--- config.mk ---
export PLATFORM = sky130hd
export DESIGN_NAME = imu_frame_receiver_crc16
export DESIGN_NICKNAME = d
export VERILOG_FILES = /design/src/design/imufrx_pkg.sv /design/src/design/imufrx_scale.sv /design/src/design/imu_frame_receiver_crc16.sv
export SDC_FILE = /design/constraint.sdc
export NUM_CORES = 2
export LEC_CHECK = 0
export ABC_AREA = 1
export BUFFER_PORTS_ARGS = -buffer_cell sky130_fd_sc_hd__buf_4
export CAP_MARGIN = 30
export CORE_ASPECT_RATIO = 1.25
export CORE_MARGIN = 2
export CORE_UTILIZATION = 45
export DETAILED_ROUTE_END_ITERATION = 6
export PLACE_DENSITY_LB_ADDON = 0.1
export SYNTH_ARGS = -nofsm -noshare
export SYNTH_HDL_FRONTEND = slang
export SYNTH_SLANG_ARGS = --single-unit
--- constraint.sdc ---
create_clock -name aclk -period 20.6 [get_ports aclk]
set_input_delay 1.03 -clock aclk [delete_from_list [all_inputs] [get_ports aclk]]
set_output_delay 1.03 -clock aclk [all_outputs]
set_load 0.05 [all_outputs]
--- src/design/imufrx_pkg.sv ---
// Shared types, constants and the CRC-16 byte update for the IMU frame receiver.
// Used by imufrx_scale and imu_frame_receiver_crc16; depends on nothing else.
package imufrx_pkg;

    // Field widths
    localparam int RX_BYTE_W  = 8;
    localparam int RAW_W      = 16;
    localparam int GAIN_W     = 24;
    localparam int SCALED_W   = 24;
    localparam int CFG_DATA_W = 24;
    localparam int CFG_IDX_W  = 2;

    // Default frame length in payload bytes (check value included)
    localparam int PAYLOAD_LEN_DEF = 35;

    // CRC-16, MSB first, no final xor
    localparam logic [15:0] CRC_SEED = 16'h1D0F;
    localparam logic [15:0] CRC_POLY = 16'h1021;

    // Register reset values
    localparam logic [GAIN_W-1:0]    GAIN_RESET          = 24'h01_0000;
    localparam logic [RX_BYTE_W-1:0] HEADER_FIRST_RESET  = 8'h4C;
    localparam logic [RX_BYTE_W-1:0] HEADER_SECOND_RESET = 8'h53;

    // Register indexes on the configuration port
    localparam logic [CFG_IDX_W-1:0] CFG_ACCEL_GAIN    = 2'd0;
    localparam logic [CFG_IDX_W-1:0] CFG_HEADER_FIRST  = 2'd1;
    localparam logic [CFG_IDX_W-1:0] CFG_HEADER_SECOND = 2'd2;

    // Receiver phase: hunt first header byte, expect second, collect payload
    typedef enum logic [2:0] {
        PH_HUNT    = 3'b001,
        PH_SECOND  = 3'b010,
        PH_PAYLOAD = 3'b100
    } phase_t;

    // One finished frame on its way to the scaling stage
    typedef struct packed {
        logic [RAW_W-1:0] x_raw;
        logic [RAW_W-1:0] y_raw;
        logic [RAW_W-1:0] z_raw;
        logic             crc_ok;
    } frame_t;

    // Advance the CRC by one byte: eight shift-and-xor steps
    function automatic logic [15:0] crc_byte(input logic [15:0] crc,
                                             input logic [RX_BYTE_W-1:0] b);
        logic [15:0] c;
        c = crc ^ {b, 8'h00};
        for (int k = 0; k < 8; k++) begin
            c = c[15] ? ((c << 1) ^ CRC_POLY) : (c << 1);
        end
        return c;
    endfunction

endpackage

--- src/design/imufrx_scale.sv ---
// Output stage of the IMU frame receiver: gain multiply and result register.
// Depends on imufrx_pkg.
module imufrx_scale (
    input  logic                                aclk,
    input  logic                                aresetn,
    input  logic [imufrx_pkg::GAIN_W-1:0]       gain,
    input  logic                                in_valid,
    input  imufrx_pkg::frame_t                  in_frame,
    output logic                                in_ready,
    input  logic                                out_ready,
    output logic                                out_valid,
    output imufrx_pkg::frame_t                  out_frame,
    output logic [imufrx_pkg::SCALED_W-1:0]     x_scaled,
    output logic [imufrx_pkg::SCALED_W-1:0]     y_scaled,
    output logic [imufrx_pkg::SCALED_W-1:0]     z_scaled
);
    import imufrx_pkg::*;

    localparam int PROD_W = RAW_W + GAIN_W;

    logic               valid_reg;
    frame_t             frame_reg;
    logic [SCALED_W-1:0] x_reg, y_reg, z_reg;
    logic [PROD_W-1:0]  prod_x, prod_y, prod_z;

    // Take a new transaction when empty or when the current one leaves
    assign in_ready = !valid_reg || out_ready;

    // Scale by gain in units of 2^-16; a 16-bit word times a 24-bit gain
    // shifted right by 16 always fits in 24 bits, so no clamp is needed
    assign prod_x = PROD_W'(in_frame.x_raw) * PROD_W'(gain);
    assign prod_y = PROD_W'(in_frame.y_raw) * PROD_W'(gain);
    assign prod_z = PROD_W'(in_frame.z_raw) * PROD_W'(gain);

    // Hold the result until the consumer takes it
    always_ff @(posedge aclk) begin
        if (!aresetn) begin
            valid_reg <= 1'b0;
        end else if (in_ready) begin
            valid_reg <= in_valid;
        end
    end

    always_ff @(posedge aclk) begin
        if (in_ready && in_valid) begin
            frame_reg <= in_frame;
            x_reg     <= prod_x[PROD_W-1:16];
            y_reg     <= prod_y[PROD_W-1:16];
            z_reg     <= prod_z[PROD_W-1:16];
        end
    end

    assign out_valid = valid_reg;
    assign out_frame = frame_reg;
    assign x_scaled  = x_reg;
    assign y_scaled  = y_reg;
    assign z_scaled  = z_reg;

endmodule

--- src/design/imu_frame_receiver_crc16.sv ---
// Top level of the IMU frame receiver: header search, payload capture, CRC-16 check.
// Depends on imufrx_pkg and imufrx_scale.
//
//   port group | direction | carries
//   s_*        | in        | one received byte per transaction
//   m_*        | out       | one decoded frame per transaction
//   cfg_*      | in        | register writes (gain, header bytes)
//
// One byte is taken every cycle while the output side keeps up. After the edge
// that takes a frame's last byte, the frame register loads, and then the gain
// multiply is written into the output register, which raises m_tvalid. Reset
// is synchronous on aresetn and returns the header search to its start. When
// m_tready is low, each stage holds and s_tready drops once all stages are
// full.
module imu_frame_receiver_crc16 #(
    parameter int PAYLOAD_LEN = imufrx_pkg::PAYLOAD_LEN_DEF
) (
    input  logic                                   aclk,
    input  logic                                   aresetn,
    // s_tdata: rx_byte[7:0]
    input  logic                                   s_tvalid,
    output logic                                   s_tready,
    input  logic [7:0]                             s_tdata,
    // m_tdata: accel_x_raw[15:0], accel_y_raw[31:16], accel_z_raw[47:32],
    //          accel_x_scaled[71:48], accel_y_scaled[95:72], accel_z_scaled[119:96]
    output logic                                   m_tvalid,
    input  logic                                   m_tready,
    output logic [119:0]                           m_tdata,
    // m_tuser: crc_ok[0]
    output logic                                   m_tuser,
    input  logic                                   cfg_we,
    input  logic [imufrx_pkg::CFG_IDX_W-1:0]       cfg_index,
    input  logic [imufrx_pkg::CFG_DATA_W-1:0]      cfg_wdata
);
    import imufrx_pkg::*;

    localparam int CNT_W = $clog2(PAYLOAD_LEN);
    localparam logic [CNT_W-1:0] CHK_HI_IDX = CNT_W'(PAYLOAD_LEN - 2);
    localparam logic [CNT_W-1:0] AXIS_END   = CNT_W'(6);

    // Configuration registers
    logic [GAIN_W-1:0]    gain_reg;
    logic [RX_BYTE_W-1:0] hdr1_reg, hdr2_reg;

    // Input register
    logic                 byte_valid_reg;
    logic [RX_BYTE_W-1:0] byte_reg;

    // Frame state
    phase_t               phase_reg, phase_next;
    logic [CNT_W-1:0]     count_reg, count_next;
    logic [15:0]          crc_reg, crc_next;
    logic [7:0]           chk_hi_reg, chk_hi_next;
    logic [RAW_W-1:0]     axis_reg [3];
    logic [RAW_W-1:0]     axis_next [3];

    // Frame result register
    logic                 res_valid_reg;
    frame_t               res_reg;
    logic                 res_ready;
    logic                 byte_fire;
    logic                 emit;

    // Output stage signals
    logic                 scale_ready;
    frame_t               out_frame;
    logic [SCALED_W-1:0]  x_scaled, y_scaled, z_scaled;

    // Write configuration registers
    always_ff @(posedge aclk) begin
        if (!aresetn) begin
            gain_reg <= GAIN_RESET;
            hdr1_reg <= HEADER_FIRST_RESET;
            hdr2_reg <= HEADER_SECOND_RESET;
        end else if (cfg_we) begin
            unique case (cfg_index)
                CFG_ACCEL_GAIN:    gain_reg <= cfg_wdata;
                CFG_HEADER_FIRST:  hdr1_reg <= cfg_wdata[RX_BYTE_W-1:0];
                CFG_HEADER_SECOND: hdr2_reg <= cfg_wdata[RX_BYTE_W-1:0];
                default: ;
            endcase
        end
    end

    // Ready chain back from the output register
    assign res_ready = !res_valid_reg || scale_ready;
    assign byte_fire = byte_valid_reg && res_ready;
    assign s_tready  = !byte_valid_reg || res_ready;

    // Capture the incoming byte
    always_ff @(posedge aclk) begin
        if (!aresetn) begin
            byte_valid_reg <= 1'b0;
        end else if (s_tready) begin
            byte_valid_reg <= s_tvalid;
        end
    end

    always_ff @(posedge aclk) begin
        if (s_tready && s_tvalid) begin
            byte_reg <= s_tdata;
        end
    end

    // Advance the header search and payload capture by one byte
    always_comb begin
        phase_next  = phase_reg;
        count_next  = count_reg;
        crc_next    = crc_reg;
        chk_hi_next = chk_hi_reg;
        axis_next   = axis_reg;
        emit        = 1'b0;
        if (byte_fire) begin
            unique case (phase_reg)
                PH_SECOND: begin
                    if (byte_reg == hdr2_reg) begin
                        phase_next = PH_PAYLOAD;
                        count_next = '0;
                        crc_next   = CRC_SEED;
                    end else if (byte_reg == hdr1_reg) begin
                        phase_next = PH_SECOND;
                    end else begin
                        phase_next = PH_HUNT;
                    end
                end
                PH_PAYLOAD: begin
                    if (count_reg < CHK_HI_IDX) begin
                        // CRC-covered byte; the first six also fill the axis words
                        crc_next = crc_byte(crc_reg, byte_reg);
                        if (count_reg < AXIS_END) begin
                            if (!count_reg[0]) begin
                                axis_next[count_reg[2:1]][15:8] = byte_reg;
                            end else begin
                                axis_next[count_reg[2:1]][7:0] = byte_reg;
                            end
                        end
                        count_next = count_reg + CNT_W'(1);
                    end else if (count_reg == CHK_HI_IDX) begin
                        chk_hi_next = byte_reg;
                        count_next  = count_reg + CNT_W'(1);
                    end else begin
                        // Last byte: close the frame and restart the search
                        emit       = 1'b1;
                        phase_next = PH_HUNT;
                        count_next = '0;
                        crc_next   = CRC_SEED;
                    end
                end
                default: begin
                    phase_next = (byte_reg == hdr1_reg) ? PH_SECOND : PH_HUNT;
                end
            endcase
        end
    end

    always_ff @(posedge aclk) begin
        if (!aresetn) begin
            phase_reg <= PH_HUNT;
            count_reg <= '0;
            crc_reg   <= CRC_SEED;
        end else begin
            phase_reg <= phase_next;
            count_reg <= count_next;
            crc_reg   <= crc_next;
        end
    end

    always_ff @(posedge aclk) begin
        chk_hi_reg <= chk_hi_next;
        axis_reg   <= axis_next;
    end

    // Hold the finished frame for the scaling stage
    always_ff @(posedge aclk) begin
        if (!aresetn) begin
            res_valid_reg <= 1'b0;
        end else if (res_ready) begin
            res_valid_reg <= emit;
        end
    end

    always_ff @(posedge aclk) begin
        if (emit) begin
            res_reg.x_raw  <= axis_reg[0];
            res_reg.y_raw  <= axis_reg[1];
            res_reg.z_raw  <= axis_reg[2];
            res_reg.crc_ok <= (crc_reg == {chk_hi_reg, byte_reg});
        end
    end

    // Gain multiply and output register
    imufrx_scale u_scale (
        .aclk      (aclk),
        .aresetn   (aresetn),
        .gain      (gain_reg),
        .in_valid  (res_valid_reg),
        .in_frame  (res_reg),
        .in_ready  (scale_ready),
        .out_ready (m_tready),
        .out_valid (m_tvalid),
        .out_frame (out_frame),
        .x_scaled  (x_scaled),
        .y_scaled  (y_scaled),
        .z_scaled  (z_scaled)
    );

    assign m_tdata = {z_scaled, y_scaled, x_scaled,
                      out_frame.z_raw, out_frame.y_raw, out_frame.x_raw};
    assign m_tuser = out_frame.crc_ok;

endmodule
==> results.json <==
{
  "placed_area_mm2": 0.05191,
  "drv_slew": 0,
  "period_minus_slack_ns": 6.439,
  "synth.avg_cell_area_um2": 8.157,
  "path_class": "reg -> reg",
  "yosys.area_share.simple_pct": 16.77,
  "cts_setup_buffers": 0,
  "wirelength_um": 134500,
  "synth_adder_area_share_pct": 45.79,
  "synth_xor_area_share_pct": 1.713,
  "grt_first_pass_wirelength_um": 221200,
  "layout.area.seq_mm2": 0.008423,
  "synth_most_common_cell": "inv_1",
  "drcViolationCount": 0,
  "synthArstFlopShare_pct": 0,
  "rsz0062_at_grt": "no",
  "hold_viol_final": 0,
  "synth_area_leaders": "fa_1, edfxtp_1, inv_1",
  "gp_congestion": 0.8736,
  "path_common_cell": "fa_1",
  "ys.flop_type": "edfxtp_1",
  "stdcell_area_mm2": 0.05323,
  "start_kind": "register",
  "slowest_delay_ns": 0.64,
  "swShare_pct": 53.75,
  "drt_iter0_drc": 1890,
  "syn-num-nets": 7294,
  "p_comb_share_pct": 73.2,
  "ys_top_cells_by_count": "inv_1, nand2_1, fa_1",
  "r2r_slack_ns": 14.16,
  "synth_seq_area_share_pct": 17.11,
  "synth_edf_count": 234,
  "port-buffer-count": 161,
  "synthCells": 6010,
  "netlist_area_mm2": 0.04902,
  "cts_max_level": 2,
  "cts.hold.buffers_added": 0,
  "setup_tns_ns": 0,
  "dr.pass1.iters": 5,
  "yosysUniqueCellTypes": 44,
  "peakVddDrop_mv": 0.1174,
  "die_h_um": 373.0,
  "grt_overflow": 0,
  "cellPowerDensity_mw_per_mm2": 109.0,
  "p_int_w": 0.002682,
  "cts_resized": 0,
  "first_global_vias": 40580,
  "crit_buf_inv": 6,
  "cts_root_buf": "clkbuf_16",
  "cts_made_buffers": 39,
  "synth_top_family_by_area": "adder cells",
  "synth_warnings": 0,
  "nFillCells": 10730,
  "grt_max_degree": 60,
  "multi_input_area_mm2": 0.03338,
  "critPathTopFamily": "adder cells",
  "crit_slowest_cell": "dfxtp_2",
  "p_clk_share_pct": 12.5,
  "critPathArrivalTime_ns": 6.81,
  "crit_chain": "buf_4, nand2_1, fa_1, inv_1, fa_1, inv_1, fa_1, inv_1, fa_1, fa_1, inv_1, fa_1, inv_1, ha_1, nand2_1, o21ai_0, a21oi_1, nand2_1, xor2_1",
  "cts_tree": "yes",
  "grt_antenna_before_repair": 1,
  "worstHoldPathType": "reg -> reg",
  "cts.clk_slew.worst_paths_ns": 0.07,
  "initial_core_util_pct": 45.28,
  "drv_cap": 0,
  "syn2layout_area_growth_pct": 8.594,
  "crit_required_ns": 20.97,
  "setup_viol": 0,
  "max_freq_mhz": 155.3,
  "place.detailed.hpwl_um": 101400,
  "leakagePower_nw": 29.04,
  "die_w_um": 299.2,
  "drive_gt1_share_pct": 5.596,
  "post-route-period-util_pct": 31.26,
  "ant_nets": 0,
  "clockBufferDepth": 3,
  "ioPinCount": 162,
  "end_kind": "register",
  "grt_usage_pct": 25.16,
  "core_area_mm2": 0.1083,
  "clock_latency_ns": 0.63,
  "vias_per_cell": 4.976,
  "synth_top_area_cell": "fa_1",
  "pwr-share-seq_pct": 14.3,
  "finalClockSkew_ns": 0.03605,
  "critPathMaxFanout": 35,
  "tightest_slew_ns": 0.8989,
  "num_rows": 135,
  "num_vias": 37400,
  "synth_seq_cells": 302,
  "wl_per_cell_um": 17.90,
  "synth.top_cell.area_share_pct": 37.37,
  "cts_sinks": 302,
  "switchingPower_w": 0.003118,
  "die-area_mm2": 0.1116,
  "relSlewSlack_pct": 40.08,
  "synth_compound_area_share_pct": 3.762,
  "nets": 7329,
  "yosys-mux-area-fraction_pct": 0,
  "status": "finished clean"
}
==> placed cells by master (no fill, tap or decap), drive strengths merged, types with 2 or more instances in the layout <==
cell      Yosys  layout
o21a          9       9
nor4          9       9
a21boi        4       4
bufinv        0       4
inv        1676    1680
o311ai        3       3
xor2         60      60
or2           3       3
a21o         18      18
clkinv        4      13
o21ai       119     119
xnor2        35      35
clkinvlp      0       2
nor2        255     255
edfxtp      234     234
a31oi         7       7
nand4        24      24
a211oi        2       2
nand3       112     112
fa          915     915
a21oi       168     168
nor3         64      64
buf          33     243
clkbuf      216      53
dfxtp        68      68
o21bai        5       5
nand2      1630    1630
nand3b        2       2
ha          330     330
==> worst register-to-register path, cell delays in order, from the launching register on <==
cell and delay [ns]:
dfxtp_2 0.64, buf_4 0.55, nand2_1 0.21, fa_1 0.56, inv_1 0.05, fa_1 0.47
inv_1 0.05, fa_1 0.50, inv_1 0.06, fa_1 0.52, fa_1 0.52, inv_1 0.05
fa_1 0.47, inv_1 0.05, ha_1 0.31, nand2_1 0.11, o21ai_0 0.41, a21oi_1 0.12
nand2_1 0.20, xor2_1 0.35
==> through the flow <==
| step | setup WS (ns) | power, W | cells | util [%] | hold WS, ns |
|---|---|---|---|---|---|
| 2_1_floorplan | 13.09 | 0.003820 | 6010 | - | 0.4003 |
| 3_3_place_gp | 14.16 | 0.005117 | 7430 | 47.69 | 0.4011 |
| 3_5_place_dp | 14.19 | 0.005118 | 7442 | 47.94 | 0.4045 |
| 4_1_cts | 14.08 | 0.005896 | 7514 | 49.16 | 0.3869 |
| 5_1_grt | 13.79 | 0.006464 | 7514 | 49.16 | 0.4000 |
| 6_report | 14.16 | 0.005800 | 7515 | 49.17 | 0.3927 |
==> metal layers <==
layer,GRT usage (%),up-vias,wire length [um]
met5,0,-,0
met4,7.085,0,3847
met3,2.346,198,5024
met2,45.86,776,70410
met1,31.55,18970,55200
li1,-,17460,-
==> final cells by class <==
type | count | area share [%]
tap | 1438 | 3.380
clock buffer | 53 | 1.988
clock inverter | 19 | 0.4912
sequential | 302 | 15.82
antenna | 1 | 0.004701
inverter | 1680 | 11.85
timing repair buffer | 243 | 3.770
multi-input combinational | 3779 | 62.70
==> kinds of logic (layout without fill, tap and decap cells) <==
family | count (synthesis) | count (layout)
xor gates and xnor gates | 95 | 95
DFF | 302 | 302
adders and majority gates | 1245 | 1245
AOI/OAI and AO/OA | 339 | 339
buffers and inverters | 1929 | 1995
and+or+nand+nor | 2100 | 2100
other | 0 | 1
==> worst paths after layout <==
path | from | endpoint | cells past startpoint
max | gain_reg[10] | u_scale.z_scaled[3] | 19
min | axis_reg[3] | res_reg[4] | 0
max reg2reg | gain_reg[10] | u_scale.z_scaled[3] | 19
min reg2reg | axis_reg[3] | res_reg[4] | 0
==> power by group through the flow <==
| stage | registers, W | clock network (W) | logic [W] |
|---|---|---|---|
| 2_1_floorplan | 0.000832 | 0 | 0.00299 |
| 4_1_cts | 0.000831 | 0.000746 | 0.00432 |
| 3_3_place_gp | 0.000844 | 0 | 0.00427 |
| 5_1_grt | 0.000831 | 0.000765 | 0.00487 |
| 6_report | 0.000831 | 0.000727 | 0.00424 |
| 3_5_place_dp | 0.000844 | 0 | 0.00427 |
Note: power is estimated with default switching activity, not from simulation.
